===== config.mk =====
export PLATFORM = sky130hd
export DESIGN_NAME = sorted_value_table_core_flat
export DESIGN_NICKNAME = d
export VERILOG_FILES = /design/src/sv/svt_pkg.sv /design/src/sv/svt_if.sv /design/src/sv/svt_cell.sv /design/src/sv/sorted_value_table_core.sv /design/src/flat_wrapper.sv
export SDC_FILE = /design/constraint.sdc
export NUM_CORES = 2
export LEC_CHECK = 0
export ABC_AREA = 1
export BUFFER_PORTS_ARGS = -buffer_cell sky130_fd_sc_hd__buf_4
export CORE_MARGIN = 2
export CORE_UTILIZATION = 44
export DETAILED_ROUTE_END_ITERATION = 6
export GPL_ROUTABILITY_DRIVEN = 0
export PLACE_DENSITY = 0.57
export SYNTH_ARGS = -nofsm -noshare
export SYNTH_HDL_FRONTEND = slang
export SYNTH_HIERARCHICAL = 1
export SYNTH_SLANG_ARGS = --single-unit

===== constraint.sdc =====
create_clock -name i_clk -period 5.4 [get_ports i_clk]
set_input_delay 0 -clock i_clk [delete_from_list [all_inputs] [get_ports i_clk]]
set_output_delay 0 -clock i_clk [all_outputs]
set_load 0.02 [all_outputs]

===== src/sv/svt_pkg.sv =====
// ----------------------------------------------------------------------------
// svt_pkg
// shared types and constants for the sorted value table
// ----------------------------------------------------------------------------
package svt_pkg;

    localparam int CAPACITY = 16;
    localparam int CNT_W    = $clog2(CAPACITY + 1);
    localparam int OCC_W    = 7;
    localparam int VAL_W    = 32;

    typedef enum logic [1:0] {
        OP_INSERT = 2'd0,
        OP_SEARCH = 2'd1,
        OP_DELETE = 2'd2,
        OP_POP    = 2'd3
    } t_opcode;

    typedef enum logic [1:0] {
        STS_OK        = 2'd0,
        STS_NOT_FOUND = 2'd1,
        STS_FULL      = 2'd2,
        STS_EMPTY     = 2'd3
    } t_status;

    typedef enum logic {
        S_IDLE = 1'b0,
        S_BUSY = 1'b1
    } t_state;

    // what every cell does at the update edge
    typedef enum logic [1:0] {
        SH_HOLD = 2'd0,
        SH_INS  = 2'd1,
        SH_DEL  = 2'd2,
        SH_POP  = 2'd3
    } t_shift;

    typedef struct packed {
        t_shift                   mode;
        logic signed [VAL_W-1:0]  value;
        logic [CNT_W-1:0]         count;
    } t_cell_ctl;

endpackage


===== src/sv/svt_if.sv =====
// ----------------------------------------------------------------------------
// svt request and response channels
// valid/ready channels carrying table requests and their responses
// ----------------------------------------------------------------------------
interface svt_req_if;
    logic                                 valid;
    logic                                 ready;
    svt_pkg::t_opcode                     opcode;
    logic signed [svt_pkg::VAL_W-1:0]     value;

    modport source (output valid, output opcode, output value, input ready);
    modport sink   (input valid, input opcode, input value, output ready);
endinterface

interface svt_rsp_if;
    logic                                 valid;
    logic                                 ready;
    svt_pkg::t_status                     status;
    logic signed [svt_pkg::VAL_W-1:0]     popped_value;
    logic [svt_pkg::OCC_W-1:0]            occupancy;

    modport source (output valid, output status, output popped_value, output occupancy,
                    input ready);
    modport sink   (input valid, input status, input popped_value, input occupancy,
                    output ready);
endinterface


===== src/sv/svt_cell.sv =====
// ----------------------------------------------------------------------------
// svt_cell
// one slot of the sorted chain: compares against the broadcast value and
// takes its own value, the broadcast value, or its left or right neighbour's value
// ----------------------------------------------------------------------------
module svt_cell (
    input  logic                                i_clk,
    input  svt_pkg::t_cell_ctl                  i_ctl,
    input  logic [svt_pkg::CNT_W-1:0]           i_idx,
    input  logic signed [svt_pkg::VAL_W-1:0]    i_left_val,
    input  logic signed [svt_pkg::VAL_W-1:0]    i_right_val,
    input  logic                                i_prev_lt,
    output logic signed [svt_pkg::VAL_W-1:0]    o_val,
    output logic                                o_lt,
    output logic                                o_eq
);

    logic signed [svt_pkg::VAL_W-1:0] r_val;
    logic signed [svt_pkg::VAL_W-1:0] n_val;
    logic                             w_vld;

    assign w_vld = i_idx < i_ctl.count;
    assign o_lt  = w_vld && (r_val < i_ctl.value);
    assign o_eq  = w_vld && (r_val == i_ctl.value);
    assign o_val = r_val;

    always_comb begin
        n_val = r_val;
        case (i_ctl.mode)
            svt_pkg::SH_INS: begin
                // open a gap at the first slot not smaller than the value
                if (!o_lt) begin
                    n_val = i_prev_lt ? i_ctl.value : i_left_val;
                end
            end
            svt_pkg::SH_DEL: begin
                if (!o_lt) begin
                    n_val = i_right_val;
                end
            end
            svt_pkg::SH_POP: n_val = i_right_val;
            default:         n_val = r_val;
        endcase
    end

    always_ff @(posedge i_clk) begin
        r_val <= n_val;
    end

endmodule


===== src/sv/sorted_value_table_core.sv =====
// ----------------------------------------------------------------------------
// sorted_value_table_core
// ascending table of signed values held in a chain of compare-and-shift cells
// ----------------------------------------------------------------------------
// request path: an accepted request is held in the request register while the
//   control state is busy; its response is registered once the chain updates
// acceptance: a new request is taken only when idle, after the single update pass of
//   the cell chain (compare, found reduction and shift together); a
//   response not yet taken holds back the update and so the next request
// reset: synchronous active low, clears the entry count and the handshake
//   state; cell contents are left as they are and are only read below count
// ----------------------------------------------------------------------------
module sorted_value_table_core (
    input  logic          i_clk,
    input  logic          i_rst_n,
    svt_req_if.sink       i_req,
    svt_rsp_if.source     o_rsp
);

    localparam int CAP = svt_pkg::CAPACITY;

    // request register and control state
    svt_pkg::t_state                   r_state;
    svt_pkg::t_state                   n_state;
    svt_pkg::t_opcode                  r_op;
    logic signed [svt_pkg::VAL_W-1:0]  r_value;
    logic [svt_pkg::CNT_W-1:0]         r_count;
    logic [svt_pkg::CNT_W-1:0]         n_count;

    // response register, parts the chain from the response channel
    logic                              r_out_valid;
    logic                              n_out_valid;
    svt_pkg::t_status                  r_status;
    svt_pkg::t_status                  n_status;
    logic signed [svt_pkg::VAL_W-1:0]  r_popped;
    logic signed [svt_pkg::VAL_W-1:0]  n_popped;

    // chain wiring
    logic signed [svt_pkg::VAL_W-1:0]  w_cell_val [CAP];
    logic                              w_cell_lt  [CAP];
    logic [CAP-1:0]                    w_cell_eq;
    svt_pkg::t_cell_ctl                w_ctl;

    logic w_accept;
    logic w_apply;
    logic w_full;
    logic w_empty;
    logic w_found;

    assign w_accept = i_req.valid && i_req.ready;
    assign w_full   = r_count == svt_pkg::CNT_W'(CAP);
    assign w_empty  = r_count == '0;
    // sorted contents: any equal entry marks a hit
    assign w_found  = |w_cell_eq;

    // update only once the response register is free to take the answer
    assign w_apply  = (r_state == svt_pkg::S_BUSY) && (!r_out_valid || o_rsp.ready);

    assign i_req.ready = r_state == svt_pkg::S_IDLE;

    always_comb begin
        n_state     = r_state;
        n_count     = r_count;
        n_status    = r_status;
        n_popped    = r_popped;
        n_out_valid = r_out_valid && !o_rsp.ready;
        w_ctl.mode  = svt_pkg::SH_HOLD;
        w_ctl.value = r_value;
        w_ctl.count = r_count;

        case (r_state)
            svt_pkg::S_IDLE: begin
                if (w_accept) begin
                    n_state = svt_pkg::S_BUSY;
                end
            end
            svt_pkg::S_BUSY: begin
                if (w_apply) begin
                    n_state     = svt_pkg::S_IDLE;
                    n_out_valid = 1'b1;
                    n_popped    = '0;
                    n_status    = svt_pkg::STS_OK;
                    case (r_op)
                        svt_pkg::OP_INSERT: begin
                            if (w_full) begin
                                n_status = svt_pkg::STS_FULL;
                            end else begin
                                w_ctl.mode = svt_pkg::SH_INS;
                                n_count    = r_count + 1'b1;
                            end
                        end
                        svt_pkg::OP_SEARCH: begin
                            if (!w_found) begin
                                n_status = svt_pkg::STS_NOT_FOUND;
                            end
                        end
                        svt_pkg::OP_DELETE: begin
                            if (w_found) begin
                                w_ctl.mode = svt_pkg::SH_DEL;
                                n_count    = r_count - 1'b1;
                            end else begin
                                n_status = svt_pkg::STS_NOT_FOUND;
                            end
                        end
                        svt_pkg::OP_POP: begin
                            if (w_empty) begin
                                n_status = svt_pkg::STS_EMPTY;
                            end else begin
                                // head cell holds the smallest entry
                                w_ctl.mode = svt_pkg::SH_POP;
                                n_popped   = w_cell_val[0];
                                n_count    = r_count - 1'b1;
                            end
                        end
                        default: n_status = svt_pkg::STS_OK;
                    endcase
                end
            end
            default: n_state = svt_pkg::S_IDLE;
        endcase
    end

    // the chain: each cell sees both neighbours, the ends see themselves
    for (genvar g = 0; g < CAP; g++) begin : g_cell
        logic signed [svt_pkg::VAL_W-1:0] w_left;
        logic signed [svt_pkg::VAL_W-1:0] w_right;
        logic                             w_prev_lt;

        if (g == 0) begin : g_head
            assign w_left    = w_cell_val[g];
            assign w_prev_lt = 1'b1;
        end else begin : g_body
            assign w_left    = w_cell_val[g-1];
            assign w_prev_lt = w_cell_lt[g-1];
        end

        if (g == CAP - 1) begin : g_tail
            assign w_right = w_cell_val[g];
        end else begin : g_inner
            assign w_right = w_cell_val[g+1];
        end

        svt_cell u_cell (
            .i_clk       (i_clk),
            .i_ctl       (w_ctl),
            .i_idx       (svt_pkg::CNT_W'(g)),
            .i_left_val  (w_left),
            .i_right_val (w_right),
            .i_prev_lt   (w_prev_lt),
            .o_val       (w_cell_val[g]),
            .o_lt        (w_cell_lt[g]),
            .o_eq        (w_cell_eq[g])
        );
    end

    // control registers
    always_ff @(posedge i_clk) begin
        if (!i_rst_n) begin
            r_state     <= svt_pkg::S_IDLE;
            r_count     <= '0;
            r_out_valid <= 1'b0;
        end else begin
            r_state     <= n_state;
            r_count     <= n_count;
            r_out_valid <= n_out_valid;
        end
    end

    // payload registers
    always_ff @(posedge i_clk) begin
        if (w_accept) begin
            r_op    <= i_req.opcode;
            r_value <= i_req.value;
        end
        r_status <= n_status;
        r_popped <= n_popped;
    end

    logic [svt_pkg::OCC_W-1:0] r_occ;

    always_ff @(posedge i_clk) begin
        if (w_apply) begin
            r_occ <= svt_pkg::OCC_W'(n_count);
        end
    end

    assign o_rsp.valid        = r_out_valid;
    assign o_rsp.status       = r_status;
    assign o_rsp.popped_value = r_popped;
    assign o_rsp.occupancy    = r_occ;

endmodule

===== src/flat_wrapper.sv =====
// flat-port wrapper written by rule: the top's interface ports become plain ports
module sorted_value_table_core_flat 
  (i_clk, i_rst_n, i_req_valid, i_req_opcode, i_req_value, i_req_ready, o_rsp_valid, o_rsp_status, o_rsp_popped_value, o_rsp_occupancy, o_rsp_ready);
  svt_req_if i_req_i ();
  svt_rsp_if o_rsp_i ();
  input  logic i_clk;
  input  logic i_rst_n;
  input wire logic [$bits(i_req_i.valid)-1:0] i_req_valid;
  input wire logic [$bits(i_req_i.opcode)-1:0] i_req_opcode;
  input wire logic [$bits(i_req_i.value)-1:0] i_req_value;
  output wire logic [$bits(i_req_i.ready)-1:0] i_req_ready;
  output wire logic [$bits(o_rsp_i.valid)-1:0] o_rsp_valid;
  output wire logic [$bits(o_rsp_i.status)-1:0] o_rsp_status;
  output wire logic [$bits(o_rsp_i.popped_value)-1:0] o_rsp_popped_value;
  output wire logic [$bits(o_rsp_i.occupancy)-1:0] o_rsp_occupancy;
  input wire logic [$bits(o_rsp_i.ready)-1:0] o_rsp_ready;
  assign i_req_i.valid = i_req_valid;
  assign i_req_i.opcode = i_req_opcode;
  assign i_req_i.value = i_req_value;
  assign i_req_ready = i_req_i.ready;
  assign o_rsp_valid = o_rsp_i.valid;
  assign o_rsp_status = o_rsp_i.status;
  assign o_rsp_popped_value = o_rsp_i.popped_value;
  assign o_rsp_occupancy = o_rsp_i.occupancy;
  assign o_rsp_i.ready = o_rsp_ready;
  sorted_value_table_core u_core (.i_clk(i_clk), .i_rst_n(i_rst_n), .i_req(i_req_i), .o_rsp(o_rsp_i));
endmodule

-- After elaboration in Yosys (flattened, before gate mapping)
Cells that the tools add are included.
- $add $sub $neg: 2
- multiply operators: 0
- div/mod/pow operators: 0
- $lt $le $gt $ge: 32
- eq/ne operators: 53
- shifts and indexed selects: 0
- multiplexer cells: 81
- bitwise gates (word level): 3
- reductions and logical operators: 61
- operators with widths (cell ; count):
    $mux W32 ; 45
    $pmux W32 S3 ; 15
    $eq A32 B32 Y1 ; 16
    $lt A32 B32 Y1 ; 16
    $ne A2 B2 Y1 const B ; 30
    $reduce_and A3 Y1 ; 15
    $lt A4 B5 Y1 const A ; 8
    $logic_and A1 B1 Y1 ; 35
    $mux W5 ; 5
    $lt A3 B5 Y1 const A ; 4
    $reduce_or A16 Y1 ; 1
    $pmux W5 S3 ; 1
    $mux W2 ; 6
    $pmux W2 S3 ; 2
    $lt A1 B5 Y1 const A ; 2
    $lt A2 B5 Y1 const A ; 2
    $eq A2 B2 Y1 const B ; 4
    $mux W1 ; 6
    $add A5 B1 Y5 const B ; 1
    $eq A5 B5 Y1 const B ; 1
    $logic_not A5 Y1 ; 1
    $sub A5 B1 Y5 const B ; 1
    $eq A2 B1 Y1 const B ; 2
    $reduce_and A2 Y1 ; 2
    7 further kinds ; 11
- flip-flop bits (word level): 592
- bits in latches: 0
- bits in writable memories: 0
- memory bits (read-only): 0
- input bits: 38
- word-level logic and storage cells: 256
- memories kept: 0

-- Longest topological paths before layout
- depth after elaboration: 10
- gate-level depth with buffers: 21
- mapped depth without buffers: 19

-- By module
Netlist, hierarchy kept.
- modules (own cells, without submodules) (module ; times used ; cells an instance ; area each (sq um) ; seq. area each (sq um)):
    svt_cell ; 16 ; 348 ; 2622.5 ; 960.9
    sorted_value_table_core ; 1 ; 277 ; 3223.1 ; 2332.2

-- Worst setup path after synthesis
OpenSTA, ideal clock, no wires.
- path kind: reg-to-reg
- start: reg u_core/r_value[31] in the netlist's numbering
- end: reg u_core.g_cell[0].u_cell.r_val, in the netlist u_core/g_cell[0].u_cell/o_val[0] (enable)
- library setup time: 387 ps
- data arrival time: 4333 ps
- path slack: 681 ps
- cell stages (with the launch flop): 20
- clock period less this slack: 4719 ps
- cell sequence: edfxtp_1 inv_1 ha_1 nand2_1 nor2_2 nand2_2 nor2_2 inv_1 nor4_2 nor2_1 nand2_1 nor2_2 nand2_2 nand2_1 a21oi_1 buf_2 nand2_1 nand4_1 nand2_1 inv_1
- RTL lines (item ; line ; text):
    start: declaration ; sorted_value_table_core.sv:26 ; logic signed [svt_pkg::VAL_W-1:0] r_value;
    start signal: assignment ; sorted_value_table_core.sv:173 ; r_value <= i_req.value;
    end signal: assignment ; svt_cell.sv:47 ; r_val <= n_val;
    end: declaration ; svt_cell.sv:18 ; logic signed [svt_pkg::VAL_W-1:0] r_val;

==> impl_metrics.ini <==
[setup_path]
cpMostUsedCell = nand2_1
reg2reg_from = u_core/r_value[3]
path_class = flip-flop to flip-flop
crit_family = simple AND/OR/NAND/NOR gates
reg2reg_to = u_core/g_cell[4].u_cell/o_val[10]
ff2ff_setup_slack_ns = 0.49
max_stage_delay_ns = 0.96
cp_data_arrival_time_ns = 5.17
reg2regPathDepth = 19
cp_max_fo = 32
cp.buffers_inverters = 6
start_kind = flip-flop
cp_data_required_time_ns = 5.67
cp-end-kind = flip-flop
slowest_stage = edfxtp_1
path_cells = buf_4 > inv_1 > ha_1 > nand2_1 > inv_1 > nand4_1 > nor4_2 > nor2_1 > nand2_1 > nor2_2 > nand2_2 > nand2_1 > a21oi_4 > buf_4 > nand2_1 > nand4_1 > nand2_1 > inv_1 > buf_4

[global_routing]
grt_pass1_wl_um = 217000
grt_pass1_vias = 34794
grt_start_max_net_pins = 162
antenna_found_initial = 1
grt-ovfl-total = 0
grt_usage_pct = 27.0

[die]
initial_core_util_pct = 44.4
die-area_um2 = 105000
rows = 117
die_w_um = 324
pin_count = 81
die_h_um = 324
core_um2 = 102000

[clock_tree]
clock-root-buffer = clkbuf_16
clock_latency_ns = 0.65
clock-sinks = 592
clk_pin_slew_worst_paths_ns = 0.06
cts_tree = yes
cts_buffers = 74
cts_buffer_depth = 3
cts_resized = 0
cts_htree_levels = 3

[route]
vias = 38837
via_per_inst = 5.24
routedWlPerCell_um = 19.6
wirelength_um = 145000
ant_nets = 0
drc = 0
drt_iter0_drc = 4124
first_pass_iters = 5

[timing]
clock_skew_ns = 0.0245
setup-tns-final_ns = 0
holdWs_ns = 0.0737
setup_violations = 0
finalCritPeriodShare_pct = 90.8
rsz0062_at_grt = false
final_max_slew_viol_count = 0
min_period_ns = 4.91
fmax_mhz = 204
hold_viol = 0
relSlewSlack_pct = 23.6
worst_pin_slew_ns = 1.14

[synthesis]
syn_avg_cell_area_um2 = 7.73
syn_area_um2 = 45200
synth_cells = 5843
ys_warn_count = 6

[place]
dpl_cell_area_um2 = 48000
io_buffer_count = 78
dp_hpwl_um = 109000

[pwr]
power_leakage_uw = 0.0222
max-vdd-ir-drop_mv = 0.243
switchingPower_uw = 4170
p_clk_share_pct = 36.2
power_density_nw_per_um2 = 263
p_sw_share_pct = 31.3
power_frac_seq_pct = 42.8
comb_power_share_pct = 21.0
p_int_uw = 9160

[layout]
final_nets = 6614
area_growth_pct = 12.2
layout-drive-gt1-share_pct = 7.09
fin_area_um2 = 50700
final_util_pct = 49.8

[min_path]
whs_path_depth = 2
hold_path_class = primary input to flip-flop
min_to = u_core/r_value[8]
hold_path.startpoint = i_req_value[8]

[flow_run]
maxCapViolations = 0

[run_status]
outcome = finished, final reports clean
cells in the final DEF, fill, tap and decap left out, types with 2 or more instances in the layout:
cell type      instances
o21ai_0             1009
nand3_1               77
clkinv_1              32
or2_2                 16
clkinv_8               3
inv_1                883
nor2_1               188
a21oi_1              291
inv_6                  2
clkinv_2               9
nand3b_2              16
nand2_2               17
o21ai_1                3
clkbuf_1              13
bufinv_16              4
a21o_1                16
dfxtp_1                7
nand2_1             1724
buf_12                17
nand3_2                2
inv_2                  6
a21oi_2               16
ha_1                 582
dlygate4sd3_1         38
o21a_1                32
nor4_2                16
edfxtp_1             585
nor2_2                36
conb_1                83
nor2_4                17
buf_4                168
clkbuf_16             76
nand4_1               34
a31oi_1               16
clkinvlp_4             5
final cells by class:
type | count | area [µm²]
Timing Repair Buffer | 223 | 1980
Clock inverter | 40 | 338
Inverter | 905 | 3400
Sequential cell | 592 | 17700
Tap cell | 1368 | 1710
Multi-Input combinational cell | 4198 | 23600
Antenna cell | 1 | 2.50
Clock buffer | 89 | 1950
Fill cell | 9835 | 51100
metal layers:
layer / vias to the layer above / global-route usage [%] / wire (µm)
met4: 0 / 6.91 / 3900
met3: 191 / 4.04 / 11600
met1: 17733 / 42.0 / 70800
met5: - / 0 / 0
li1: 19555 / - / -
met2: 1358 / 38.7 / 58900
timing repair:
item                                   in CTS  in global routing
buffers inserted                            0                  0
endpoints found under the hold margin      75                  0
hold buffers                               38                  0
flip-flops by register name, summed over array words and instances, names as in the netlist:
signal / flops
u_core/o_rsp.popped_value: 32
u_core/o_rsp.status: 2
u_core/r_state: 1
u_core/o_rsp.valid: 1
u_core/r_count: 5
u_core/g_cell.u_cell/o_val: 512
u_core/r_value: 32
u_core/r_op: 2
u_core/o_rsp.occupancy: 5
power by group through the flow:
stage / clock (µW) / combinational, µW / sequential, µW
2_1_floorplan: 0 / 1860 / 5700
3_3_place_gp: 0 / 2680 / 5790
3_5_place_dp: 0 / 2730 / 5780
4_1_cts: 4920 / 2760 / 5690
5_1_grt: 5080 / 3200 / 5710
6_report: 4820 / 2800 / 5700
how the worst max path moves through the flow:
stage / startpoint / endpoint / depth (start not counted)
2_1_floorplan: u_core/r_value[31] / u_core/g_cell[0].u_cell/o_val[0] / 19
3_3_place_gp: u_core/r_count[2] / u_core/g_cell[4].u_cell/o_val[8] / 22
3_5_place_dp: u_core/r_count[2] / u_core/g_cell[4].u_cell/o_val[8] / 22
4_1_cts: u_core/r_count[2] / u_core/g_cell[4].u_cell/o_val[10] / 22
5_1_grt: u_core/r_count[2] / u_core/g_cell[7].u_cell/o_val[0] / 21
6_report: u_core/r_value[3] / u_core/g_cell[4].u_cell/o_val[10] / 19
stage by stage:
| step | setup slack [ns] | instances | total power (µW) |
|---|---|---|---|
| global route | 0.207 | 7415 | 14000 |
| CTS | 0.528 | 7415 | 13400 |
| detailed placement | 0.561 | 7248 | 8510 |
| floorplan | 0.681 | 5924 | 7560 |
| finish | 0.495 | 7416 | 13300 |
| global placement | 0.596 | 7248 | 8460 |
Note: power is estimated with default switching activity, not from simulation.
